## config.mk

```make
export PLATFORM = sky130hd
export DESIGN_NAME = escaped_pixel_stream_receiver_flat
export DESIGN_NICKNAME = d
export VERILOG_FILES = /design/src/rtl/core/esr_pkg.sv /design/src/rtl/core/esr_if.sv /design/src/rtl/core/escaped_pixel_stream_receiver.sv /design/src/rtl/core/esr_front.sv /design/src/rtl/core/esr_queue.sv /design/src/rtl/core/esr_back.sv /design/src/flat_wrapper.sv
export SDC_FILE = /design/constraint.sdc
export NUM_CORES = 1
export LEC_CHECK = 0
export BUFFER_PORTS_ARGS = -buffer_cell sky130_fd_sc_hd__buf_2
export CAP_MARGIN = 0
export CORE_UTILIZATION = 55
export DETAILED_ROUTE_END_ITERATION = 10
export PLACE_DENSITY = 0.79
export SLEW_MARGIN = 15
export SYNTH_ARGS = -nofsm -noshare
export SYNTH_HDL_FRONTEND = slang
export SYNTH_SLANG_ARGS = --single-unit
```

## constraint.sdc

```tcl
create_clock -name clk -period 6.33 [get_ports clk]
set_clock_uncertainty 0.15 [all_clocks]
set_input_delay 0.3165 -clock clk [delete_from_list [all_inputs] [get_ports clk]]
set_output_delay 0.3165 -clock clk [all_outputs]
set_load 0.005 [all_outputs]
```

## src/rtl/core/esr_pkg.sv

```systemverilog
// Shared types, constants and helpers for the escaped pixel stream receiver.
// No dependencies; every other file in rtl/core except esr_if refers to this package by scoped name.
package esr_pkg;

  localparam int PIXEL_COUNT = 64;
  localparam int PIX_CNT_W   = $clog2(PIXEL_COUNT + 1);

  localparam logic [7:0] ESC_BYTE = 8'hFF;

  localparam logic [7:0] OP_FILL     = 8'h10;
  localparam logic [7:0] OP_LIST     = 8'h11;
  localparam logic [7:0] OP_OPEN     = 8'h12;
  localparam logic [7:0] OP_WRITE    = 8'h13;
  localparam logic [7:0] OP_CLOSE    = 8'h14;
  localparam logic [7:0] OP_STATUS   = 8'h20;
  localparam logic [7:0] OP_VERSION  = 8'h21;
  localparam logic [7:0] OP_RESTART  = 8'h30;

  localparam logic [3:0] THRESH_RESET = 4'd8;

  // configuration register map
  localparam int          CFG_ADDR_W     = 3;
  localparam logic        CFG_IDX_THRESH = 1'b0;

  localparam int Q_DEPTH = 4;
  localparam int Q_PTR_W = $clog2(Q_DEPTH);

  typedef enum logic [1:0] {
    KIND_PIXEL   = 2'd0,
    KIND_REFRESH = 2'd1,
    KIND_PAYLOAD = 2'd2,
    KIND_END     = 2'd3
  } kind_t;

  // one queued entry: a result, optionally followed by a command end
  typedef struct packed {
    kind_t      kind;
    logic [5:0] pixel_number;
    logic [7:0] red;
    logic [7:0] green;
    logic [7:0] blue;
    logic [7:0] opcode;
    logic [7:0] payload_position;
    logic [7:0] payload_byte;
    logic [7:0] payload_length;
    logic       cmd_known;
    logic       end_follows;
  } rec_t;

  typedef struct packed {
    logic full;
    logic empty;
  } q_stat_t;

  function automatic logic opcode_known(input logic [7:0] op);
    logic k;
    case (op) inside
      OP_FILL, OP_LIST, OP_OPEN, OP_WRITE, OP_CLOSE,
      OP_STATUS, OP_VERSION, OP_RESTART: k = 1'b1;
      default:                           k = 1'b0;
    endcase
    return k;
  endfunction

endpackage

```

## src/rtl/core/esr_if.sv

```systemverilog
// Valid/ready channel interfaces for the input bytes and the result words.
// Depends on esr_pkg for nothing but is compiled after it.
interface esr_in_if;
  logic       valid;
  logic       ready;
  logic [7:0] rx_byte;

  modport source (output valid, output rx_byte, input ready);
  modport sink   (input valid, input rx_byte, output ready);
endinterface

interface esr_out_if;
  logic       valid;
  logic       ready;
  logic [1:0] kind;
  logic [5:0] pixel_number;
  logic [7:0] red;
  logic [7:0] green;
  logic [7:0] blue;
  logic [7:0] opcode;
  logic [7:0] payload_position;
  logic [7:0] payload_byte;
  logic [7:0] payload_length;
  logic       command_known;

  modport source (output valid, output kind, output pixel_number, output red, output green,
                  output blue, output opcode, output payload_position, output payload_byte,
                  output payload_length, output command_known, input ready);
  modport sink   (input valid, input kind, input pixel_number, input red, input green,
                  input blue, input opcode, input payload_position, input payload_byte,
                  input payload_length, input command_known, output ready);
endinterface

```

## src/rtl/core/escaped_pixel_stream_receiver.sv

```systemverilog
// Top level of the escaped pixel stream receiver: config register, front end, queue, output stage.
// Depends on esr_pkg, esr_if, esr_front, esr_queue and esr_back.
//
//  channel   dir   handshake          contents
//  in_ch     in    valid/ready        rx_byte, one received byte per word
//  out_ch    out   valid/ready        kind, pixel, colour, command fields
//  cfg_*     in    APB write/read     escape_threshold at byte addresses 0 to 3
//
// One byte is accepted per cycle while the four-entry queue has room; results leave one per cycle
// while out_ch.ready is high. A last payload byte yields two words (payload, then command end).
// Each word is registered in the queue and then in the result register that drives out_ch.
// A stalled output fills the queue, after which in_ch.ready drops; nothing is lost.
// rst_n is synchronous and clears parser state, the queue and the threshold (to 8).
module escaped_pixel_stream_receiver (
  input  logic                           clk,
  input  logic                           rst_n,
  esr_in_if.sink                         in_ch,
  esr_out_if.source                      out_ch,
  input  logic                           cfg_psel,
  input  logic                           cfg_penable,
  input  logic                           cfg_pwrite,
  input  logic [esr_pkg::CFG_ADDR_W-1:0] cfg_paddr,
  input  logic [31:0]                    cfg_pwdata,
  output logic [31:0]                    cfg_prdata,
  output logic                           cfg_pready
);

  logic [3:0]       thresh_r;
  logic             push, pop, end_pend;
  esr_pkg::rec_t    push_rec, head;
  esr_pkg::q_stat_t q_stat;
  logic             cfg_hit;

  assign cfg_pready = 1'b1;
  assign cfg_hit    = cfg_paddr[2] == esr_pkg::CFG_IDX_THRESH;
  assign cfg_prdata = cfg_hit ? {28'd0, thresh_r} : 32'd0;

  always_ff @(posedge clk) begin
    if (!rst_n) begin
      thresh_r <= esr_pkg::THRESH_RESET;
    end else if (cfg_psel && cfg_penable && cfg_pwrite && cfg_pready && cfg_hit) begin
      thresh_r <= cfg_pwdata[3:0];
    end
  end

  esr_front u_front (
    .clk      (clk),
    .rst_n    (rst_n),
    .in_ch    (in_ch),
    .threshold(thresh_r),
    .q_stat   (q_stat),
    .push     (push),
    .push_rec (push_rec)
  );

  esr_queue u_queue (
    .clk     (clk),
    .rst_n   (rst_n),
    .push    (push),
    .push_rec(push_rec),
    .pop     (pop),
    .head    (head),
    .q_stat  (q_stat)
  );

  esr_back u_back (
    .clk     (clk),
    .rst_n   (rst_n),
    .head    (head),
    .q_stat  (q_stat),
    .pop     (pop),
    .end_pend(end_pend),
    .out_ch  (out_ch)
  );

  // a taken payload word with a pending end is followed by the command end
  a_end_follows: assert property (@(posedge clk) disable iff (!rst_n)
    out_ch.valid && out_ch.ready && end_pend |=>
      out_ch.valid && out_ch.kind == esr_pkg::KIND_END)
    else $error("command end did not follow last payload word");

  a_known_on_end: assert property (@(posedge clk) disable iff (!rst_n)
    out_ch.valid && out_ch.command_known |-> out_ch.kind == esr_pkg::KIND_END)
    else $error("command_known set on a word other than command end");

  a_queue_sane: assert property (@(posedge clk) disable iff (!rst_n)
    !(q_stat.full && q_stat.empty) && !(push && q_stat.full))
    else $error("queue overflow or inconsistent status");

endmodule

```

## src/rtl/core/esr_front.sv

```systemverilog
// Front end: accepts received bytes, runs the data/command parser and builds queue entries.
// Depends on esr_pkg and esr_in_if.
module esr_front (
  input  logic           clk,
  input  logic           rst_n,
  esr_in_if.sink         in_ch,
  input  logic [3:0]     threshold,
  input  esr_pkg::q_stat_t q_stat,
  output logic           push,
  output esr_pkg::rec_t  push_rec
);

  logic                        cmd_mode_r, cmd_mode_nxt;
  logic [1:0]                  phase_r, phase_nxt;
  logic [7:0]                  red_r, red_nxt;
  logic [7:0]                  green_r, green_nxt;
  logic [esr_pkg::PIX_CNT_W-1:0] pix_cnt_r, pix_cnt_nxt;
  logic [3:0]                  esc_run_r, esc_run_nxt;
  logic [8:0]                  cmd_cnt_r, cmd_cnt_nxt;
  logic [7:0]                  opcode_r, opcode_nxt;
  logic [7:0]                  length_r, length_nxt;

  logic                        acc;
  logic [4:0]                  run;
  logic [8:0]                  cnt_new;
  logic [7:0]                  len_eff;
  logic [esr_pkg::PIX_CNT_W+5:0] pix_ext;
  logic [7:0]                  pos_full;

  assign in_ch.ready = !q_stat.full;
  assign acc         = in_ch.valid && in_ch.ready;
  assign run         = {1'b0, esc_run_r} + 5'd1;
  assign pix_ext     = {6'd0, pix_cnt_r};
  assign pos_full    = 8'(cmd_cnt_r - 9'd2);

  always_comb begin
    cmd_mode_nxt = cmd_mode_r;
    phase_nxt    = phase_r;
    red_nxt      = red_r;
    green_nxt    = green_r;
    pix_cnt_nxt  = pix_cnt_r;
    esc_run_nxt  = esc_run_r;
    cmd_cnt_nxt  = cmd_cnt_r;
    opcode_nxt   = opcode_r;
    length_nxt   = length_r;
    cnt_new      = cmd_cnt_r;
    len_eff      = length_r;
    push         = 1'b0;
    push_rec     = '0;
    if (acc) begin
      if (!cmd_mode_r) begin
        if (in_ch.rx_byte != esr_pkg::ESC_BYTE) begin
          esc_run_nxt = 4'd0;
          case (phase_r)
            2'd0: begin
              red_nxt   = in_ch.rx_byte;
              phase_nxt = 2'd1;
            end
            2'd1: begin
              green_nxt = in_ch.rx_byte;
              phase_nxt = 2'd2;
            end
            default: begin
              phase_nxt = 2'd0;
              // drop triples past the last pixel
              if (pix_cnt_r < esr_pkg::PIX_CNT_W'(esr_pkg::PIXEL_COUNT)) begin
                push                  = 1'b1;
                push_rec.kind         = esr_pkg::KIND_PIXEL;
                push_rec.pixel_number = pix_ext[5:0];
                push_rec.red          = red_r;
                push_rec.green        = green_r;
                push_rec.blue         = in_ch.rx_byte;
                pix_cnt_nxt           = pix_cnt_r + 1'b1;
              end
            end
          endcase
        end else begin
          phase_nxt   = 2'd0;
          pix_cnt_nxt = '0;
          esc_run_nxt = run[4] ? 4'd15 : run[3:0];
          if (run == 5'd1) begin
            push          = 1'b1;
            push_rec.kind = esr_pkg::KIND_REFRESH;
          end
          // compare before saturation
          if (run > {1'b0, threshold}) begin
            cmd_mode_nxt = 1'b1;
            cmd_cnt_nxt  = 9'd0;
          end
        end
      end else begin
        if (cmd_cnt_r == 9'd0) begin
          // skip leading escapes
          if (in_ch.rx_byte != esr_pkg::ESC_BYTE) begin
            opcode_nxt  = in_ch.rx_byte;
            cmd_cnt_nxt = 9'd1;
          end
        end else begin
          if (cmd_cnt_r == 9'd1) begin
            length_nxt = in_ch.rx_byte;
            len_eff    = in_ch.rx_byte;
            cnt_new    = 9'd2;
          end else begin
            push                      = 1'b1;
            push_rec.kind             = esr_pkg::KIND_PAYLOAD;
            push_rec.opcode           = opcode_r;
            push_rec.payload_position = pos_full;
            push_rec.payload_byte     = in_ch.rx_byte;
            push_rec.payload_length   = length_r;
            cnt_new                   = cmd_cnt_r + 9'd1;
          end
          cmd_cnt_nxt = cnt_new;
          if ({1'b0, cnt_new} >= 10'd2 + {2'b0, len_eff}) begin
            if (push) begin
              push_rec.end_follows = 1'b1;
            end else begin
              push                    = 1'b1;
              push_rec.kind           = esr_pkg::KIND_END;
              push_rec.opcode         = opcode_r;
              push_rec.payload_length = len_eff;
            end
            push_rec.cmd_known = esr_pkg::opcode_known(opcode_r);
            cmd_mode_nxt = 1'b0;
            phase_nxt    = 2'd0;
            pix_cnt_nxt  = '0;
            esc_run_nxt  = 4'd0;
            cmd_cnt_nxt  = 9'd0;
          end
        end
      end
    end
  end

  always_ff @(posedge clk) begin
    if (!rst_n) begin
      cmd_mode_r <= 1'b0;
      phase_r    <= 2'd0;
      red_r      <= 8'd0;
      green_r    <= 8'd0;
      pix_cnt_r  <= '0;
      esc_run_r  <= 4'd0;
      cmd_cnt_r  <= 9'd0;
      opcode_r   <= 8'd0;
      length_r   <= 8'd0;
    end else begin
      cmd_mode_r <= cmd_mode_nxt;
      phase_r    <= phase_nxt;
      red_r      <= red_nxt;
      green_r    <= green_nxt;
      pix_cnt_r  <= pix_cnt_nxt;
      esc_run_r  <= esc_run_nxt;
      cmd_cnt_r  <= cmd_cnt_nxt;
      opcode_r   <= opcode_nxt;
      length_r   <= length_nxt;
    end
  end

endmodule

```

## src/rtl/core/esr_queue.sv

```systemverilog
// Short register queue of parsed entries between the front end and the output stage.
// Depends on esr_pkg.
module esr_queue (
  input  logic             clk,
  input  logic             rst_n,
  input  logic             push,
  input  esr_pkg::rec_t    push_rec,
  input  logic             pop,
  output esr_pkg::rec_t    head,
  output esr_pkg::q_stat_t q_stat
);

  esr_pkg::rec_t               mem_r [esr_pkg::Q_DEPTH];
  logic [esr_pkg::Q_PTR_W-1:0] wr_ptr_r, rd_ptr_r;
  logic [esr_pkg::Q_PTR_W:0]   count_r;

  assign head         = mem_r[rd_ptr_r];
  assign q_stat.full  = (count_r == (esr_pkg::Q_PTR_W + 1)'(esr_pkg::Q_DEPTH));
  assign q_stat.empty = (count_r == '0);

  always_ff @(posedge clk) begin
    if (push) begin
      mem_r[wr_ptr_r] <= push_rec;
    end
  end

  always_ff @(posedge clk) begin
    if (!rst_n) begin
      wr_ptr_r <= '0;
      rd_ptr_r <= '0;
      count_r  <= '0;
    end else begin
      if (push) begin
        wr_ptr_r <= wr_ptr_r + 1'b1;
      end
      if (pop) begin
        rd_ptr_r <= rd_ptr_r + 1'b1;
      end
      if (push && !pop) begin
        count_r <= count_r + 1'b1;
      end else if (pop && !push) begin
        count_r <= count_r - 1'b1;
      end
    end
  end

endmodule

```

## src/rtl/core/esr_back.sv

```systemverilog
// Output stage: pops queue entries into the result register and expands a trailing command end.
// Depends on esr_pkg and esr_out_if.
module esr_back (
  input  logic             clk,
  input  logic             rst_n,
  input  esr_pkg::rec_t    head,
  input  esr_pkg::q_stat_t q_stat,
  output logic             pop,
  output logic             end_pend,
  esr_out_if.source        out_ch
);

  logic          out_valid_r;
  logic          end_pend_r;
  esr_pkg::rec_t out_r;
  logic          taken;

  assign taken    = out_valid_r && out_ch.ready;
  assign pop      = !q_stat.empty && (!out_valid_r || (taken && !end_pend_r));
  assign end_pend = end_pend_r;

  always_ff @(posedge clk) begin
    if (!rst_n) begin
      out_valid_r <= 1'b0;
      end_pend_r  <= 1'b0;
    end else if (taken && end_pend_r) begin
      // hold the word, turn it into the command end
      end_pend_r             <= 1'b0;
      out_r.kind             <= esr_pkg::KIND_END;
      out_r.payload_position <= 8'd0;
      out_r.payload_byte     <= 8'd0;
    end else if (pop) begin
      out_valid_r <= 1'b1;
      end_pend_r  <= head.end_follows;
      out_r       <= head;
    end else if (taken) begin
      out_valid_r <= 1'b0;
    end
  end

  assign out_ch.valid            = out_valid_r;
  assign out_ch.kind             = out_r.kind;
  assign out_ch.pixel_number     = out_r.pixel_number;
  assign out_ch.red              = out_r.red;
  assign out_ch.green            = out_r.green;
  assign out_ch.blue             = out_r.blue;
  assign out_ch.opcode           = out_r.opcode;
  assign out_ch.payload_position = out_r.payload_position;
  assign out_ch.payload_byte     = out_r.payload_byte;
  assign out_ch.payload_length   = out_r.payload_length;
  assign out_ch.command_known    = (out_r.kind == esr_pkg::KIND_END) && out_r.cmd_known;

endmodule
```

## src/flat_wrapper.sv

```systemverilog
// flat-port wrapper written by rule: the top's interface ports become plain ports
module escaped_pixel_stream_receiver_flat 
  (clk, rst_n, cfg_psel, cfg_penable, cfg_pwrite, cfg_paddr, cfg_pwdata, cfg_prdata, cfg_pready, in_ch_valid, in_ch_rx_byte, in_ch_ready, out_ch_valid, out_ch_kind, out_ch_pixel_number, out_ch_red, out_ch_green, out_ch_blue, out_ch_opcode, out_ch_payload_position, out_ch_payload_byte, out_ch_payload_length, out_ch_command_known, out_ch_ready);
  esr_in_if in_ch_i ();
  esr_out_if out_ch_i ();
  input  logic clk;
  input  logic rst_n;
  input  logic cfg_psel;
  input  logic cfg_penable;
  input  logic cfg_pwrite;
  input  logic [esr_pkg::CFG_ADDR_W-1:0] cfg_paddr;
  input  logic [31:0] cfg_pwdata;
  output logic [31:0] cfg_prdata;
  output logic cfg_pready;
  input wire logic [$bits(in_ch_i.valid)-1:0] in_ch_valid;
  input wire logic [$bits(in_ch_i.rx_byte)-1:0] in_ch_rx_byte;
  output wire logic [$bits(in_ch_i.ready)-1:0] in_ch_ready;
  output wire logic [$bits(out_ch_i.valid)-1:0] out_ch_valid;
  output wire logic [$bits(out_ch_i.kind)-1:0] out_ch_kind;
  output wire logic [$bits(out_ch_i.pixel_number)-1:0] out_ch_pixel_number;
  output wire logic [$bits(out_ch_i.red)-1:0] out_ch_red;
  output wire logic [$bits(out_ch_i.green)-1:0] out_ch_green;
  output wire logic [$bits(out_ch_i.blue)-1:0] out_ch_blue;
  output wire logic [$bits(out_ch_i.opcode)-1:0] out_ch_opcode;
  output wire logic [$bits(out_ch_i.payload_position)-1:0] out_ch_payload_position;
  output wire logic [$bits(out_ch_i.payload_byte)-1:0] out_ch_payload_byte;
  output wire logic [$bits(out_ch_i.payload_length)-1:0] out_ch_payload_length;
  output wire logic [$bits(out_ch_i.command_known)-1:0] out_ch_command_known;
  input wire logic [$bits(out_ch_i.ready)-1:0] out_ch_ready;
  assign in_ch_i.valid = in_ch_valid;
  assign in_ch_i.rx_byte = in_ch_rx_byte;
  assign in_ch_ready = in_ch_i.ready;
  assign out_ch_valid = out_ch_i.valid;
  assign out_ch_kind = out_ch_i.kind;
  assign out_ch_pixel_number = out_ch_i.pixel_number;
  assign out_ch_red = out_ch_i.red;
  assign out_ch_green = out_ch_i.green;
  assign out_ch_blue = out_ch_i.blue;
  assign out_ch_opcode = out_ch_i.opcode;
  assign out_ch_payload_position = out_ch_i.payload_position;
  assign out_ch_payload_byte = out_ch_i.payload_byte;
  assign out_ch_payload_length = out_ch_i.payload_length;
  assign out_ch_command_known = out_ch_i.command_known;
  assign out_ch_i.ready = out_ch_ready;
  escaped_pixel_stream_receiver u_core (.clk(clk), .rst_n(rst_n), .in_ch(in_ch_i), .out_ch(out_ch_i), .cfg_psel(cfg_psel), .cfg_penable(cfg_penable), .cfg_pwrite(cfg_pwrite), .cfg_paddr(cfg_paddr), .cfg_pwdata(cfg_pwdata), .cfg_prdata(cfg_prdata), .cfg_pready(cfg_pready));
endmodule
```

# After elaboration in Yosys (flattened, before gate mapping)

Memories as Yosys holds them, arrays and structs flattened. A register that Yosys moved wholly into a read port is not among the register bits.
Cells that the tools add are included.

ROM bits: 0
Memories kept: 1
Bits in latches: 0
RAM bits: 264
Flip-flop bits (word level): 134

Shift-type cells: 0
Order comparisons: 3
$add $sub $neg: 9
Equality and inequality tests: 20
Reductions and logical operators: 38
$mul: 0
Divide/modulo/power cells: 0
Bitwise logic cells: 5
Mux-type cells: 78

Memories:

| memory               | depth | width | read ports | clocked after Yosys merged registers in | wr ports | line            | source |
|---|---|---|---|---|---|---|---|
| u_core.u_queue.mem_r | 4     | 66    | 1          | 1                                       | 1        | esr_queue.sv:13 | `esr_pkg::rec_t mem_r [esr_pkg::Q_DEPTH];` |

Operator list:

| kind                                          | count |
|---|---|
| 2-to-1 mux 66 bit                             | 2 |
| 2-to-1 mux 30 bit                             | 4 |
| 2-to-1 mux 9 bit                              | 10 |
| 2-to-1 mux 34 bit                             | 2 |
| 2-to-1 mux 8 bit                              | 7 |
| 2-to-1 mux 7 bit                              | 6 |
| == test 8 x 5 -> 1 bit, second input constant | 5 |
| 2-to-1 mux 32 bit                             | 1 |
| == test 8 x 6 -> 1 bit, second input constant | 3 |
| 2-to-1 mux 1 bit                              | 24 |
| 2-to-1 mux 2 bit                              | 12 |
| 2-to-1 mux 4 bit                              | 6 |
| AND reduction 4 bit                           | 4 |
| logical AND 1 bit                             | 11 |
| 2-to-1 mux 10 bit                             | 1 |
| adder 2 x 8 -> 9 bit, first input constant    | 1 |
| adder 9 x 1 -> 9 bit, second input constant   | 1 |
| == test 9 x 1 -> 1 bit, second input constant | 1 |
| greater-or-equal comparator 9 bit             | 1 |
| logical NOT 9 bit                             | 1 |
| AND reduction 3 bit                           | 3 |
| inequality test 8 bit, second input constant  | 1 |
| nonzero test 2 bit                            | 4 |
| OR reduction 8 bit                            | 1 |
| 26 further kinds                              | 41 |

# Depth between registers and ports, before layout

Depth in word-level cells: 15
Mapped depth: 21

# By module

Synthesis repeated with hierarchy kept, for this count alone.

Cell total of the unflattened synthesis: 1092
Area total of the unflattened synthesis: 16940.0 um^2

Modules (own cells, without submodules):

| module                        | instances | cells an instance | area each (um^2) |
|---|---|---|---|
| esr_queue                     | 1         | 387               | 9963.3 |
| esr_front                     | 1         | 485               | 3814.9 |
| esr_back                      | 1         | 167               | 2730.1 |
| escaped_pixel_stream_receiver | 1         | 53                | 431.7 |

# Worst setup path before layout

OpenSTA, ideal clock, no wires.

Kind: register -> register
Start point: reg u_core.u_front.cmd_cnt_r[1]
End point: mem u_core.u_queue.mem_r[0][0] (netlist bit) (enable)
Setup time: 0.431 ns
Required time: 5.749 ns
Stages on the path, launching flop included: 17
Clock period less this slack: 5.162 ns
Arrival: 4.581 ns
Path buffers: 1
Slack: 1.168 ns
Cell sequence: dfxtp_1 > inv_1 > ha_1 > nor4b_1 > nand2_2 > clkbuf_1 > nand2_1 > nand2_1 > xnor2_1 > ha_1 > a31o_2 > o311ai_0 > a21o_1 > a31oi_4 > a21oi_4 > inv_2 > and2_1

Cells in the longest elaborated chain, start to end: 13

RTL lines:

| item                                     | line                                | source |
|---|---|---|
| from (decl)                              | esr_front.sv:19                     | `logic [8:0] cmd_cnt_r, cmd_cnt_nxt;` |
| from (signal assigned)                   | esr_front.sv:152                    | `cmd_cnt_r <= cmd_cnt_nxt;` |
| == test 9 x 1 -> 1 bit                   | esr_front.sv:99                     | `if (cmd_cnt_r == 9'd1) begin` |
| 2-to-1 mux 8 bit                         | esr_front.sv:99                     |  |
| 2-to-1 mux 8 bit                         | esr_front.sv:92                     | `if (cmd_cnt_r == 9'd0) begin` |
| 2-to-1 mux 8 bit                         | esr_front.sv:51                     | `if (!cmd_mode_r) begin` |
| 2-to-1 mux 8 bit                         | esr_front.sv:50                     | `if (acc) begin` |
| adder 2 x 8 -> 9 bit                     | esr_front.sv:113                    | `if ({1'b0, cnt_new} >= 10'd2 + {2'b0, len_eff}) begin` |
| greater-or-equal comparator 9 bit        | esr_front.sv:113                    |  |
| 2-to-1 mux 1 bit                         | esr_front.sv:113                    |  |
| 2-to-1 mux 1 bit *                       | esr_front.sv:92                     |  |
| 2-to-1 mux 1 bit *                       | esr_front.sv:51                     |  |
| 2-to-1 mux 1 bit *                       | esr_front.sv:50                     |  |
| net u_core.push                          | escaped_pixel_stream_receiver.sv:29 | `logic push, pop, end_pend;` |
| 2-to-1 mux 1 bit *                       | esr_queue.sv:22                     | `if (push) begin` |
| 2-to-1 mux 1 bit (not written as such) * | esr_queue.sv:23                     | `mem_r[wr_ptr_r] <= push_rec;` |
| to (decl)                                | esr_queue.sv:13                     |  |

Mark *: on every way through the listed nets, which the timed path passes. The rest lies on a longest branch. The select of a mux whose other input is x is not followed.

# Worst setup path after layout

Start point: reg u_core.u_front.cmd_cnt_r[1]
End point: reg u_core.u_queue.count_r[2] (netlist bit)

Cells in the longest elaborated chain, start to end: 14

RTL lines:

| item                              | line                                | source |
|---|---|---|
| == test 9 x 1 -> 1 bit            | esr_front.sv:99                     |  |
| 2-to-1 mux 8 bit                  | esr_front.sv:99                     |  |
| 2-to-1 mux 8 bit                  | esr_front.sv:92                     |  |
| 2-to-1 mux 8 bit                  | esr_front.sv:51                     |  |
| 2-to-1 mux 8 bit                  | esr_front.sv:50                     |  |
| adder 2 x 8 -> 9 bit              | esr_front.sv:113                    |  |
| greater-or-equal comparator 9 bit | esr_front.sv:113                    |  |
| 2-to-1 mux 1 bit                  | esr_front.sv:113                    |  |
| 2-to-1 mux 1 bit *                | esr_front.sv:92                     |  |
| 2-to-1 mux 1 bit *                | esr_front.sv:51                     |  |
| 2-to-1 mux 1 bit *                | esr_front.sv:50                     |  |
| net u_core.push                   | escaped_pixel_stream_receiver.sv:29 |  |
| logical NOT 1 bit                 | esr_queue.sv:41                     | `end else if (pop && !push) begin` |
| logical AND 1 bit                 | esr_queue.sv:41                     |  |
| nonzero test 2 bit (no line)      | n/a                                 |  |
| to (signal assigned)              | esr_queue.sv:40                     | `count_r <= count_r + 1'b1;` |
| to (signal assigned)              | esr_queue.sv:42                     | `count_r <= count_r - 1'b1;` |
| to (decl)                         | esr_queue.sv:15                     | `logic [esr_pkg::Q_PTR_W:0] count_r;` |

Marks and branches as above.
A chain may end at the register's enable or synchronous reset.

==> impl_summary.md <==
Outcome
The run finished with clean final reports.

Route
The routed wire length is 31200 um. The routed wirelength normalized by instance count is ~20 um. In the routed layout, each cell is associated on average with a via count of 5.76. The number of iterations in the first detailed-routing pass is 5.

The count of nets left with antenna violations once routing finished came out at 0. For this block, the initial DRC count from the detailed router was between 800 and 900. The DRC violation count after routing is 0.

The final route contains ~9000 vias.

Placement
Timing analysis after detailed placement gives a worst setup slack of approximately 1100 ps. The final weighted congestion in routability-driven placement is 0.881. Input and output buffers added on the ports amount to 90. After detailed placement, the total cell area comes to 0.0171 mm2. Detailed placement finished with a half-perimeter wire length of 18300 um.

Clock network
The H-tree depth is 2. The library cell used as clock root buffer is sky130_fd_sc_hd__clkbuf_16. The largest buffer count on any clock path is 3.

TritonCTS built the clock tree. The number of buffers inserted during clock tree synthesis is 39. The clock-pin slew on the worst setup and hold paths is 70 ps. Clock latency on the worst-skew pair, taken at its later pin, is between 500 and 600 ps.

The number of sinks on the clock net is 399.

Worst setup path
STA puts the critical path data required time at 6640 ps. STA classifies the critical path startpoint as a flip-flop. The highest-delay cell along the critical path is sky130_fd_sc_hd__nor4b_1. The biggest fanout along the worst timing path is 16. The worst setup path is of the reg2reg kind.

The largest incremental delay on the critical path is between 600 and 700 ps. The worst setup path is captured at a flip-flop. The data arrival at the endpoint of the critical path is 5670 ps. In this design, the critical path's most frequently occurring cell is sky130_fd_sc_hd__ha_1. Traced cell by cell, the critical path runs through inv_1, ha_1, nor4b_1, nand2_2, nand2_1, nand2_1, xnor2_1, ha_1, a31o_2, o311ai_0, a21o_1, a31oi_4, a21oi_4, inv_2, ha_1, inv_1, fa_1, xor2_1, or3_1, a21oi_1.

Die
For this configuration, the core starts out at a cell density of 0.562. The die boundary height is 177 um. The die covers 0.0312 mm2.

The die span in x is 177 um. After floorplanning, the core was divided into 63 placement rows. For this design the top-level I/O count stands at 150. The total core area is 0.0299 mm2.

Timing
Setup repair after global routing left no endpoint under its margin. Setup total negative slack on the finished layout was measured at 0 ps. The number of hold violations in the final report was 0. The transition time at the pin with the least slew margin is roughly 1000 ps.

The smallest clock period supported by the final layout is computed as ~5400 ps. The count of endpoints failing setup in the final report is 0. Derived from the worst setup path, the maximum achievable clock frequency is 187 MHz. On the final layout, the worst hold slack is 37.7 ps. Headroom to the max-slew limit came out at 0.333. Of the available clock period, the critical path in the final layout requires 0.846.

The count of pins over their slew limit was 0. The smallest setup slack after layout is just under 1000 ps.

Global route
The overall routing resource usage is 0.207. The global-route wire length before repair is 49000 um. The largest net degree at the start of global routing is 67. The number of antenna violations at the first check in global routing is 2. The via count of the first global-routing pass came to 8923. Global routing finished with a remaining overflow of 0.

Logic synthesis
The commonest cells after synthesis are sky130_fd_sc_hd__edfxtp_1, sky130_fd_sc_hd__buf_4, sky130_fd_sc_hd__dfxtp_1. The total of flip-flops plus latches after synthesis is 399. Synthesis produced a netlist whose cell count is between 1000 and 1500. The synthesized netlist contains 68 unique library cells.

By area the synthesized netlist is led by sky130_fd_sc_hd__edfxtp_1, sky130_fd_sc_hd__mux4_2, sky130_fd_sc_hd__dfxtp_1. Counting flops with an async set or reset pin after synthesis yields a share of 0. After synthesis the cells add up to about 0.017 mm2. The count of flip-flops with a built-in enable after synthesis is between 300 and 400. The number of warnings reported in the yosys synthesis log is 0. The share of Yosys cell area claimed by the top area cell type is 0.588. The average footprint of a synthesized cell is 15.4 um2. The dominant synthesized flop cell is sky130_fd_sc_hd__edfxtp_1. The share of the Yosys chip area taken by registers is 0.672.

The most common cell in the synthesized netlist is sky130_fd_sc_hd__edfxtp_1. Of all cell types, the one taking the most synthesized area is sky130_fd_sc_hd__edfxtp_1.

Power and ir drop
In this run the static leakage power is roughly 6.5 nW. The worst-case vdd ir drop is 0.156 mV. The total power per unit cell area is 349 mW/mm2.

Finish
The number of antenna diodes in the final layout is 0. Summing all non-filler instances in the final layout gives an area of 0.0184 mm2. The final layout net count is 1197. The share of cells above drive strength 1 is 0.228. Compared with the post-synthesis result, the final layout area differs by 9.59%.

Hold path
The path category of the worst min-delay check is in2reg.

Job
The number of max-cap violations is 0.
## layout make-up
| cell class | instances | area, um2 |
|---|---|---|
| inverters | 19 | 71.3 |
| fillers | 2119 | 11500 |
| well taps | 390 | 488 |
| clock buffers | 51 | 1070 |
| clock inverters | 21 | 199 |
| flip-flops and latches | 399 | 11300 |
| repair buffers | 107 | 641 |
| multi-input cells | 554 | 4640 |
## power breakdown
| group | leakage, nW | internal (mW) | total (mW) | switching, mW |
|---|---|---|---|---|
| Sequential | 3.53 | 3.09 | 3.21 | 0.123 |
| Clock | 0.615 | 1.32 | 2.27 | 0.950 |
| Combinational | 2.32 | 0.460 | 0.929 | 0.469 |
| Total | 6.47 | 4.88 | 6.42 | 1.54 |
## through the flow
| stage | total power, mW | utilization | cells |
|---|---|---|---|
| 6_report | 6.42 | 0.616 | 1541 |
| 5_1_grt | 6.66 | 0.616 | 1541 |
| 4_1_cts | 6.48 | 0.616 | 1541 |
| 3_5_place_dp | 4.22 | 0.572 | 1464 |
| 3_3_place_gp | 4.19 | 0.572 | 1464 |
| 2_1_floorplan | 4.04 | - | 1117 |
## path summary, 6_finish.rpt
check / start / endpoint / slack [ps] / cells after the start
worst max-delay path: u_core.u_front.cmd_cnt_r[1]$_SDFFE_PN0P_ / u_core.u_queue.count_r[2]$_SDFFE_PN0P_ / 970 / 20
worst min-delay path: out_ch_ready / u_core.u_back.out_ch.kind[1]$_SDFFCE_PP1P_ / 40 / 3
worst max register to register: u_core.u_front.cmd_cnt_r[1]$_SDFFE_PN0P_ / u_core.u_queue.count_r[2]$_SDFFE_PN0P_ / 970 / 20
worst min register to register: u_core.u_front.pix_cnt_r[5]$_SDFFE_PN0P_ / u_core.u_front.pix_cnt_r[5]$_SDFFE_PN0P_ / 300 / 1
## critical path: cells and delay by family (launching register included)
family / cells / cell delay (ps)
buffers and inverters: 3 / 310
AO/OA/AOI/OAI: 6 / 1320
AND/OR/NAND/NOR: 5 / 1750
XOR/XNOR: 2 / 330
flip-flops: 1 / 370
adder cells (fa/ha/maj): 4 / 1060
## state kept, by name (all words and copies together) (netlist names), 6 cells and up, named ones only
name,cells
u_core.u_front.cmd_cnt_r,9
u_core.u_back.out_ch.pixel_number,6
u_core.u_front.pix_cnt_r,7
u_core.u_front.green_r,8
u_core.u_back.out_ch.blue,8
u_core.u_front.red_r,8
u_core.u_back.out_ch.payload_length,8
u_core.u_back.out_ch.payload_position,8
u_core.u_back.out_ch.green,8
u_core.u_front.opcode_r,8
u_core.u_back.out_ch.red,8
u_core.u_back.out_ch.opcode,8
u_core.u_queue.mem_r,264
u_core.u_front.length_r,8
u_core.u_back.out_ch.payload_byte,8
## cells by family after synthesis
logic type	share of synthesized area
AOI/OAI and AO/OA	0.0455
xor gates and xnor gates	0.0130
adders and majority gates	0.0206
buffers and inverters	0.0598
DFF	0.672
muxes	0.107
other	0.000447
and+or+nand+nor	0.0816
## repair_timing
| item | 4_1_cts | 5_1_grt |
|---|---|---|
| resized for setup | 0 | 0 |
| hold endpoints to repair | 4 | 0 |
| buffers inserted | 0 | 0 |
| hold buffers | 5 | 0 |
## placed cells by master, fill, tap and decap left out, drive strengths merged, types with 6 or more instances in the layout
master  instances
ha             26
and3           22
clkinv         14
and2           53
conb           29
edfxtp        329
xnor2          14
a211oi          7
dfxtp          70
nor3            9
a21oi          38
nor2           71
xor2           11
nand3          24
buf           102
clkbuf         51
inv            20
o221a           9
o21ai          18
mux2i          30
or3             6
nand2          57
a31oi           7
mux4           66
## routing by layer
metal | track usage | wire length [um] | vias to the layer above
li1 | - | - | 4054
met1 | 0.275 | 13000 | 4448
met2 | 0.353 | 15400 | 320
met3 | 0.0299 | 1870 | 59
met4 | 0.0665 | 847 | 2
met5 | 0 | 8 | -
Power figures use the tool's default switching activity.
